==> config.mk <==
export PLATFORM = sky130hd
export DESIGN_NAME = pointer_deque_engine
export DESIGN_NICKNAME = d
export VERILOG_FILES = /design/src/pde_pkg.sv /design/src/pointer_deque_engine.sv /design/src/pde_ram.sv /design/src/pde_ctrl.sv
export SDC_FILE = /design/constraint.sdc
export NUM_CORES = 2
export LEC_CHECK = 0
export ABC_AREA = 1
export BUFFER_PORTS_ARGS = -buffer_cell sky130_fd_sc_hd__buf_2
export CAP_MARGIN = 20
export CORE_ASPECT_RATIO = 0.6
export CORE_MARGIN = 1
export CORE_UTILIZATION = 45
export DETAILED_ROUTE_END_ITERATION = 7
export SYNTH_ARGS = -nofsm -noshare
export SYNTH_HDL_FRONTEND = slang
export SYNTH_HIERARCHICAL = 1
export SYNTH_SLANG_ARGS = --single-unit
==> constraint.sdc <==
create_clock -name i_clk -period 9.4 [get_ports i_clk]
set_input_delay 1.41 -clock i_clk [delete_from_list [all_inputs] [get_ports i_clk]]
set_output_delay 1.41 -clock i_clk [all_outputs]
set_load 0.1 [all_outputs]
==> src/pde_pkg.sv <==
// shared constants, codes and types for the pointer deque engine
package pde_pkg;

    // ring geometry
    localparam int DEPTH      = 64;
    localparam int DATA_WIDTH = 32;
    localparam int ADDR_W     = (DEPTH > 2) ? $clog2(DEPTH) : 1;
    localparam int CNT_W      = $clog2(DEPTH + 1);

    // port field widths
    localparam int OPCODE_W = 3;
    localparam int INDEX_W  = 6;
    localparam int VALUE_W  = 32;
    localparam int STATUS_W = 2;
    localparam int ICOUNT_W = 7;

    // operation codes
    typedef enum logic [OPCODE_W-1:0] {
        OP_PUSH_BACK  = 3'd0,
        OP_PUSH_FRONT = 3'd1,
        OP_POP_BACK   = 3'd2,
        OP_POP_FRONT  = 3'd3,
        OP_PEEK       = 3'd4,
        OP_POKE       = 3'd5
    } t_opcode;

    // result status codes
    typedef enum logic [STATUS_W-1:0] {
        ST_OK    = 2'd0,
        ST_RANGE = 2'd1,
        ST_FULL  = 2'd2
    } t_status;

    // request to the slot memory
    typedef struct packed {
        logic                  en;
        logic                  we;
        logic [ADDR_W-1:0]     addr;
        logic [DATA_WIDTH-1:0] wdata;
    } t_mem_req;

    // result of one operation, apart from the word read
    typedef struct packed {
        logic             is_read;
        logic [1:0]       status;
        logic [CNT_W-1:0] count;
    } t_result;

endpackage

==> src/pointer_deque_engine.sv <==
// top level of the pointer deque engine: handshakes, slot ram and result register
//
//  channel   dir  handshake                      word
//  s_axis    in   s_axis_tvalid / s_axis_tready  opcode, index, value
//  m_axis    out  m_axis_tvalid / m_axis_tready  read_value, item_count, status
//
//  one word a cycle; a result appears the cycle after its word is accepted,
//  set by the single read-first port of the slot ram (at most one access per word)
//  a new word is taken while the result register is empty or being drained
//  reset (synchronous, active low) clears the pointers and the result valid;
//  the slot ram is not cleared, no slot is read before it is written
module pointer_deque_engine (
    input  logic        i_clk,
    input  logic        i_rst_n,
    input  logic        s_axis_tvalid,
    output logic        s_axis_tready,
    input  logic [39:0] s_axis_tdata,  // index[5:0], value[37:6], zero[39:38]
    input  logic [2:0]  s_axis_tuser,  // opcode[2:0]
    output logic        m_axis_tvalid,
    input  logic        m_axis_tready,
    output logic [39:0] m_axis_tdata,  // read_value[31:0], item_count[38:32], zero[39]
    output logic [1:0]  m_axis_tuser   // status[1:0]
);
    import pde_pkg::*;

    logic                  accept;
    t_mem_req              mem_req;
    t_result               result;
    t_result               r_result;
    logic                  r_valid;
    logic [DATA_WIDTH-1:0] rdata;
    logic [63:0]           rdata_wide;
    logic [31:0]           count_wide;
    logic [31:0]           read_value;

    assign s_axis_tready = !r_valid || m_axis_tready;
    assign accept        = s_axis_tvalid && s_axis_tready;

    // pointer control
    pde_ctrl u_ctrl (
        .i_clk     (i_clk),
        .i_rst_n   (i_rst_n),
        .i_accept  (accept),
        .i_opcode  (s_axis_tuser),
        .i_index   (s_axis_tdata[5:0]),
        .i_value   (s_axis_tdata[37:6]),
        .o_mem_req (mem_req),
        .o_result  (result)
    );

    // slot storage
    pde_ram #(
        .WIDTH (DATA_WIDTH),
        .DEPTH (DEPTH)
    ) u_slots (
        .i_clk   (i_clk),
        .i_en    (mem_req.en),
        .i_we    (mem_req.we),
        .i_addr  (mem_req.addr),
        .i_wdata (mem_req.wdata),
        .o_rdata (rdata)
    );

    // result register, ram output holds while the result waits
    always_ff @(posedge i_clk) begin
        if (!i_rst_n) begin
            r_valid <= 1'b0;
        end else if (accept) begin
            r_valid <= 1'b1;
        end else if (m_axis_tready) begin
            r_valid <= 1'b0;
        end
    end

    always_ff @(posedge i_clk) begin
        if (accept) begin
            r_result <= result;
        end
    end

    // output word assembly
    assign rdata_wide = 64'(rdata);
    assign read_value = r_result.is_read ? rdata_wide[31:0] : 32'd0;
    assign count_wide = 32'(r_result.count);

    assign m_axis_tvalid = r_valid;
    assign m_axis_tdata  = {1'b0, count_wide[ICOUNT_W-1:0], read_value};
    assign m_axis_tuser  = r_result.status;

endmodule

==> src/pde_ram.sv <==
// generic single-port synchronous ram with registered read-first output
module pde_ram #(
    parameter int WIDTH = 32,
    parameter int DEPTH = 64
) (
    input  logic                     i_clk,
    input  logic                     i_en,
    input  logic                     i_we,
    input  logic [$clog2(DEPTH)-1:0] i_addr,
    input  logic [WIDTH-1:0]         i_wdata,
    output logic [WIDTH-1:0]         o_rdata
);

    logic [WIDTH-1:0] r_mem [DEPTH];
    logic [WIDTH-1:0] r_rdata;

    // read returns the old word when the same slot is written
    always_ff @(posedge i_clk) begin
        if (i_en) begin
            r_rdata <= r_mem[i_addr];
            if (i_we) begin
                r_mem[i_addr] <= i_wdata;
            end
        end
    end

    assign o_rdata = r_rdata;

endmodule

==> src/pde_ctrl.sv <==
// pointer and count keeping, slot address generation and status decode
module pde_ctrl (
    input  logic                    i_clk,
    input  logic                    i_rst_n,
    input  logic                    i_accept,
    input  logic [2:0]              i_opcode,
    input  logic [5:0]              i_index,
    input  logic [31:0]             i_value,
    output pde_pkg::t_mem_req       o_mem_req,
    output pde_pkg::t_result        o_result
);
    import pde_pkg::*;

    localparam int SUM_W = ADDR_W + 8;

    logic [ADDR_W-1:0] r_front, n_front;
    logic [CNT_W-1:0]  r_count, n_count;

    logic              full;
    logic              empty;
    logic              in_range;
    logic [63:0]       value_wide;
    logic [ADDR_W-1:0] front_dec;
    logic [ADDR_W-1:0] front_inc;
    logic [ADDR_W-1:0] addr_back;
    logic [ADDR_W-1:0] addr_last;
    logic [ADDR_W-1:0] addr_index;

    // logical to physical slot, sum stays below twice the depth when used
    function automatic logic [ADDR_W-1:0] phys(input logic [ADDR_W-1:0] front,
                                               input logic [SUM_W-1:0]  offset);
        logic [SUM_W-1:0] sum;
        logic [SUM_W-1:0] wrapped;
        sum     = SUM_W'(front) + offset;
        wrapped = (sum >= SUM_W'(DEPTH)) ? sum - SUM_W'(DEPTH) : sum;
        return wrapped[ADDR_W-1:0];
    endfunction

    assign full       = (r_count == CNT_W'(DEPTH));
    assign empty      = (r_count == '0);
    assign in_range   = (32'(i_index) < 32'(r_count));
    assign value_wide = 64'(i_value);
    assign front_dec  = (r_front == '0) ? ADDR_W'(DEPTH - 1) : r_front - 1'b1;
    assign front_inc  = (r_front == ADDR_W'(DEPTH - 1)) ? '0 : r_front + 1'b1;
    assign addr_back  = phys(r_front, SUM_W'(r_count));
    assign addr_last  = phys(r_front, SUM_W'(r_count - 1'b1));
    assign addr_index = phys(r_front, SUM_W'(i_index));

    // decode of one operation
    always_comb begin
        n_front           = r_front;
        n_count           = r_count;
        o_mem_req.en      = 1'b0;
        o_mem_req.we      = 1'b0;
        o_mem_req.addr    = addr_index;
        o_mem_req.wdata   = value_wide[DATA_WIDTH-1:0];
        o_result.is_read  = 1'b0;
        o_result.status   = ST_OK;
        case (i_opcode)
            OP_PUSH_BACK: begin
                if (full) begin
                    o_result.status = ST_FULL;
                end else begin
                    o_mem_req.en   = i_accept;
                    o_mem_req.we   = 1'b1;
                    o_mem_req.addr = addr_back;
                    n_count        = r_count + 1'b1;
                end
            end
            OP_PUSH_FRONT: begin
                if (full) begin
                    o_result.status = ST_FULL;
                end else begin
                    o_mem_req.en   = i_accept;
                    o_mem_req.we   = 1'b1;
                    o_mem_req.addr = front_dec;
                    n_front        = front_dec;
                    n_count        = r_count + 1'b1;
                end
            end
            OP_POP_BACK: begin
                if (empty) begin
                    o_result.status = ST_RANGE;
                end else begin
                    o_mem_req.en     = i_accept;
                    o_mem_req.addr   = addr_last;
                    o_result.is_read = 1'b1;
                    n_count          = r_count - 1'b1;
                end
            end
            OP_POP_FRONT: begin
                if (empty) begin
                    o_result.status = ST_RANGE;
                end else begin
                    o_mem_req.en     = i_accept;
                    o_mem_req.addr   = r_front;
                    o_result.is_read = 1'b1;
                    n_front          = front_inc;
                    n_count          = r_count - 1'b1;
                end
            end
            OP_PEEK: begin
                if (!in_range) begin
                    o_result.status = ST_RANGE;
                end else begin
                    o_mem_req.en     = i_accept;
                    o_result.is_read = 1'b1;
                end
            end
            OP_POKE: begin
                if (!in_range) begin
                    o_result.status = ST_RANGE;
                end else begin
                    o_mem_req.en     = i_accept;
                    o_mem_req.we     = 1'b1;
                    o_result.is_read = 1'b1;
                end
            end
            default: begin
            end
        endcase
        o_result.count = n_count;
    end

    // pointer and count registers
    always_ff @(posedge i_clk) begin
        if (!i_rst_n) begin
            r_front <= '0;
            r_count <= '0;
        end else if (i_accept) begin
            r_front <= n_front;
            r_count <= n_count;
        end
    end

endmodule

# Yosys cells after proc, flatten, opt, wreduce, memory -nomap -nowiden
# Memories as Yosys holds them, arrays and structs flattened. A register that Yosys moved wholly into a read port is not among the register bits.
# Index checks and enable logic that the tools add are counted.
# word_totals
output_inout_bits	44
word_cells	77
memories	1
ramBits	2048
input_bits	47
register_bits	24
# op_classes
reduce_logical	12
add_sub_neg	11
eq_ne	9
n_mux	34
n_lt_le_gt_ge	4
# mem_list
name	depth	width	read_ports	rd_clocked_by_memory_dff	write_ports	line	source
u_slots.r_mem	64	32	1	1	1	pde_ram.sv:14	logic [WIDTH-1:0] r_mem [DEPTH];
# op_table
op	n
6-bit two-way mux	9
32-bit two-way mux	1
6-bit case mux with 4 select lines	1
6-bit by 1-bit subtractor with 6-bit output (second input constant)	4
8-bit two-way mux	2
6-bit by 14-bit adder with 14-bit output	1
14-bit by 7-bit greater-or-equal comparator with 1-bit output (second input constant)	1
7-bit two-way mux	2
7-bit case mux with 2 select lines	1
6-bit case mux with 2 select lines	1
1-bit two-way mux	11
6-bit by 7-bit adder with 8-bit output	1
8-bit by 7-bit greater-or-equal comparator with 1-bit output (second input constant)	1
7-bit by 1-bit subtractor with 8-bit output (second input constant)	1
6-bit by 6-bit adder with 7-bit output	1
7-bit by 1-bit adder with 7-bit output (second input constant)	1
7-bit == test (second input constant)	1
7-bit greater-or-equal comparator (second input constant)	1
7-bit logical NOT	1
6-bit by 7-bit less-than comparator with 1-bit output	1
7-bit by 1-bit subtractor with 7-bit output (second input constant)	1
6-bit by 1-bit adder with 6-bit output (second input constant)	1
3-bit by 2-bit == test with 1-bit output (second input constant)	2
3-bit == test (second input constant)	2
16 further kinds	21

# Logic depth before layout (Yosys ltp)
# logic_depth
word_depth	8
depth_mapped	25
mapped_depth_nobuf	21

# By module
# The synthesis kept the hierarchy.
# modules_own_cells
mod	cells_each	n_inst	area_per_inst_um2	seq_area_each_um2
pde_ram	8440	1	87410.1	62459.9
pde_ctrl	423	1	2581.2	260.2
pointer_deque_engine	95	1	698.2	320.3

# Least setup slack after synthesis
# OpenSTA, ideal clock, no wires.
# synth_path
path_kind	input-to-reg
startpoint	input port s_axis_tvalid
endpoint	memory u_slots.r_mem[40][0], enable pin
setup_ps	502
t_arrival_ps	7908
required_ps	8898
slack_ps	991
stages	6
n_path_buf	0
path_cell_list	inv_1 -> a21oi_1 -> clkinv_1 -> a21oi_1 -> nand2_1 -> nor4_1
# synth_lines
item	line	source
start: declaration	pointer_deque_engine.sv:15	input logic s_axis_tvalid,
end: declaration	pde_ram.sv:14	

==> reports/metrics.csv <==
metric,value,unit
status,completed,
fin. max-slew vios,0,
post-CTS setup buffer count,0,
WL/cell,22.3,µm
sequential element share of the synthesized area,69.5,%
DR iter-0 viols,7848,
gr ovfl total,0,
measured slew at the worst slew-check pin,1280,ps
minimum clock period,5990,ps
TritonCTS clock tree,yes,
Row Count,127,
CP Capture Type,register,
cts hold-fix bufs,0,
final wirelength,262000,µm
Setup TNS,0,ps
Async SR Flop Fraction,0,%
die width,582,µm
Crit Path Max Fanout,33,
most common library cell in the layout ignoring fill and taps,nand2_1,
peak supply drop,184,µV
Post-synth EDFFs,2090,
largest area contributor in the netlist,edfxtp_1,
"Arr. time, crit path",6530,ps
largest net degree at the start of global routing,213,
CP max stage cell,nor2_4,
"commonest cells after routing, fill and taps aside","nand2_1 (5877), edfxtp_1 (2090), clkbuf_16 (204)",
Post-DP HPWL,138000,µm
GRT Util Overall,25.3,%
"Gates resized, CTS repair",0,
antenna violations before repair,11,
delay of the slowest critical-path stage,900,ps
Setup-failing EPs final,0,
Synth top area share,69.2,%
number of H-tree levels,4,
skew final,43.1,ps
via-per-instance ratio,5.26,
core box area,200000,µm²
Ys Warns,6,
RSZ-0062 raised after global routing,no,
FMAX,167,MHz
final net count,9006,
Most common cell on crit path,nand2_1,
Top Family by Delay on Critical Path,simple AND/OR/NAND/NOR gates,
Inserted Clock Buffers,201,
Total Power,21900,µW
CTS Sinks,2104,
WP data required,9930,ps
ANT nets after route,0,
PwrDens,220,nW/µm²
Max-Cap Viols,0,
Die H,350,µm
Setup CP Type,register to register,
Clock Tree Buf Depth,4,
final RePlAce weighted congestion,0.847,
CP cell instances,inv_1 -> ha_1 -> nand2_1 -> xor2_1 -> ha_1 -> nand2_1 -> inv_1 -> nand2_1 -> nand3_1 -> nand2_1 -> nand3_1 -> nand3_1 -> nand4_1 -> nor3_4 -> buf_4 -> inv_1 -> nor2_4 -> buf_4,
worst slack at placement,2870,ps
Final Hold Viols,0,
Port Buf Inserts,87,
vias,61700,
Worst Hold Class,register to register,
max_slew headroom,14.6,%
final setup margin,3410,ps
worst path bufs/invs,5,
First-pass DRT Iterations,6,
Die ar.,203000,µm²
Clock transition at path regs,60,ps
Yosys cell types,47,
io pins,91,
Syn-to-layout area delta,9.82,%
"Cell Area, Synth",90700,µm²
dominant synthesized flop cell,edfxtp_1,
post-synthesis cell count,8958,
"Clk Latency, worst-skew pair",860,ps
LEAKAGE,0.0416,µW
Synth Register Bits,2104,
Starting Density,45.3,%
layout cell share with drive strength beyond 1,6.79,%
final period utilization,63.8,%
Post-Syn Area per Cell,10.1,µm²
Mapped Nets,9032,
Post-route DRC,0,
vias in the first global route,55400,
Area contributors post-synth,"edfxtp_1 (69%), nand2_1 (24%), buf_6 (0.97%)",
critical path startpoint category,register,
first-pass GRT wire length,377000,µm
CTS root buffer,clkbuf_16,
## per-layer routing
| layer | track usage (%) | vias up | wire [µm] |
|---|---|---|---|
| met2 | 35.5 | 2848 | 108000 |
| met3 | 5.16 | 319 | 29300 |
| met4 | 6.62 | 0 | 6360 |
| met5 | 0 | - | 0 |
| met1 | 39.5 | 29700 | 118000 |
| li1 | - | 28900 | - |
## worst reg2reg max path: cells and delay by family (launching register included)
kind | cells | cell delay [ps]
adder cells (fa/ha/maj) | 2 | 620
flip-flops | 1 | 490
buffers and inverters | 5 | 1770
XOR/XNOR | 1 | 230
AND/OR/NAND/NOR | 10 | 2590
## state kept, by name (all words and copies together), names as in the netlist
name / flops
m_axis_tdata: 7
u_slots/o_rdata: 32
m_axis_tuser: 2
u_slots/r_mem: 2048
u_ctrl/r_count: 7
r_result: 1
u_ctrl/r_front: 6
m_axis_tvalid: 1
## final timing paths
path	from	to	slack (ps)	cells after the start
min reg2reg	m_axis_tvalid	m_axis_tvalid	510	2
max	u_ctrl/r_count[1]	u_slots/r_mem[0][18]	3410	18
min	m_axis_tvalid	m_axis_tvalid	510	2
max reg2reg	u_ctrl/r_count[1]	u_slots/r_mem[0][18]	3410	18
## logic make-up (layout without fill, tap and decap cells)
logic type	count (synthesis)	in the layout	share of synthesized area, %
AND/OR/NAND/NOR	6149	6149	25.8
flip-flops	2104	2104	69.5
buffers and inverters	588	707	3.66
AO/OA/AOI/OAI	73	73	0.453
adder cells (fa/ha/maj)	27	27	0.397
XOR/XNOR	15	15	0.145
other	1	8	0.00413
multiplexers	1	1	0.0110
## final cells by class
type / count / area, µm²
Antenna cell: 7 / 17.5
Clock buffer: 247 / 5270
Clock inverter: 101 / 712
Fill cell: 17700 / 100000
Inverter: 118 / 485
Multi-Input combinational cell: 6266 / 24900
Sequential cell: 2104 / 63000
Tap cell: 2644 / 3310
Timing Repair Buffer: 241 / 1910
## cell usage after synthesis (2+ instances only)
library cell and instances:
inv_1 97, o211ai_1 9, inv_2 13, nand3_1 53, o21ai_0 23, buf_2 143
xnor2_1 3, edfxtp_1 2090, nor4_1 2, buf_1 56, nor2_1 168, clkinv_1 3
clkbuf_1 103, xor2_1 12, nand3b_1 4, buf_4 90, or2_1 3, a21oi_1 26
dfxtp_1 14, o22ai_1 3, nand4_1 8, or2_2 4, buf_6 78, o21ai_1 8
nand2_4 3, nor2_2 2, inv_4 2, nor2_4 4, fa_1 3, nor3_4 7
clkinv_2 2, nor3_1 7, nand2_1 5878, ha_1 24
## per-stage QoR
step / utilization [%] / instances / hold WS [ps] / cell area, µm²
4_1_cts: 49.7 / 11700 / 510 / 99500
3_5_place_dp: 46.7 / 11400 / 498 / 93500
3_3_place_gp: 46.7 / 11400 / 473 / 93400
6_report: 49.8 / 11700 / 510 / 99600
2_1_floorplan: - / 8958 / 508 / 90700
5_1_grt: 49.8 / 11700 / 534 / 99600
## power by group
| part | internal (µW) | leakage (µW) | total [µW] | switching (µW) |
|---|---|---|---|---|
| clock | 4180 | 0.00293 | 7680 | 3490 |
| combinational | 836 | 0.0198 | 3780 | 2940 |
| sequential | 10400 | 0.0189 | 10400 | 31.7 |
| total | 15400 | 0.0416 | 21900 | 6470 |
Note: power is estimated with default switching activity, not from simulation.
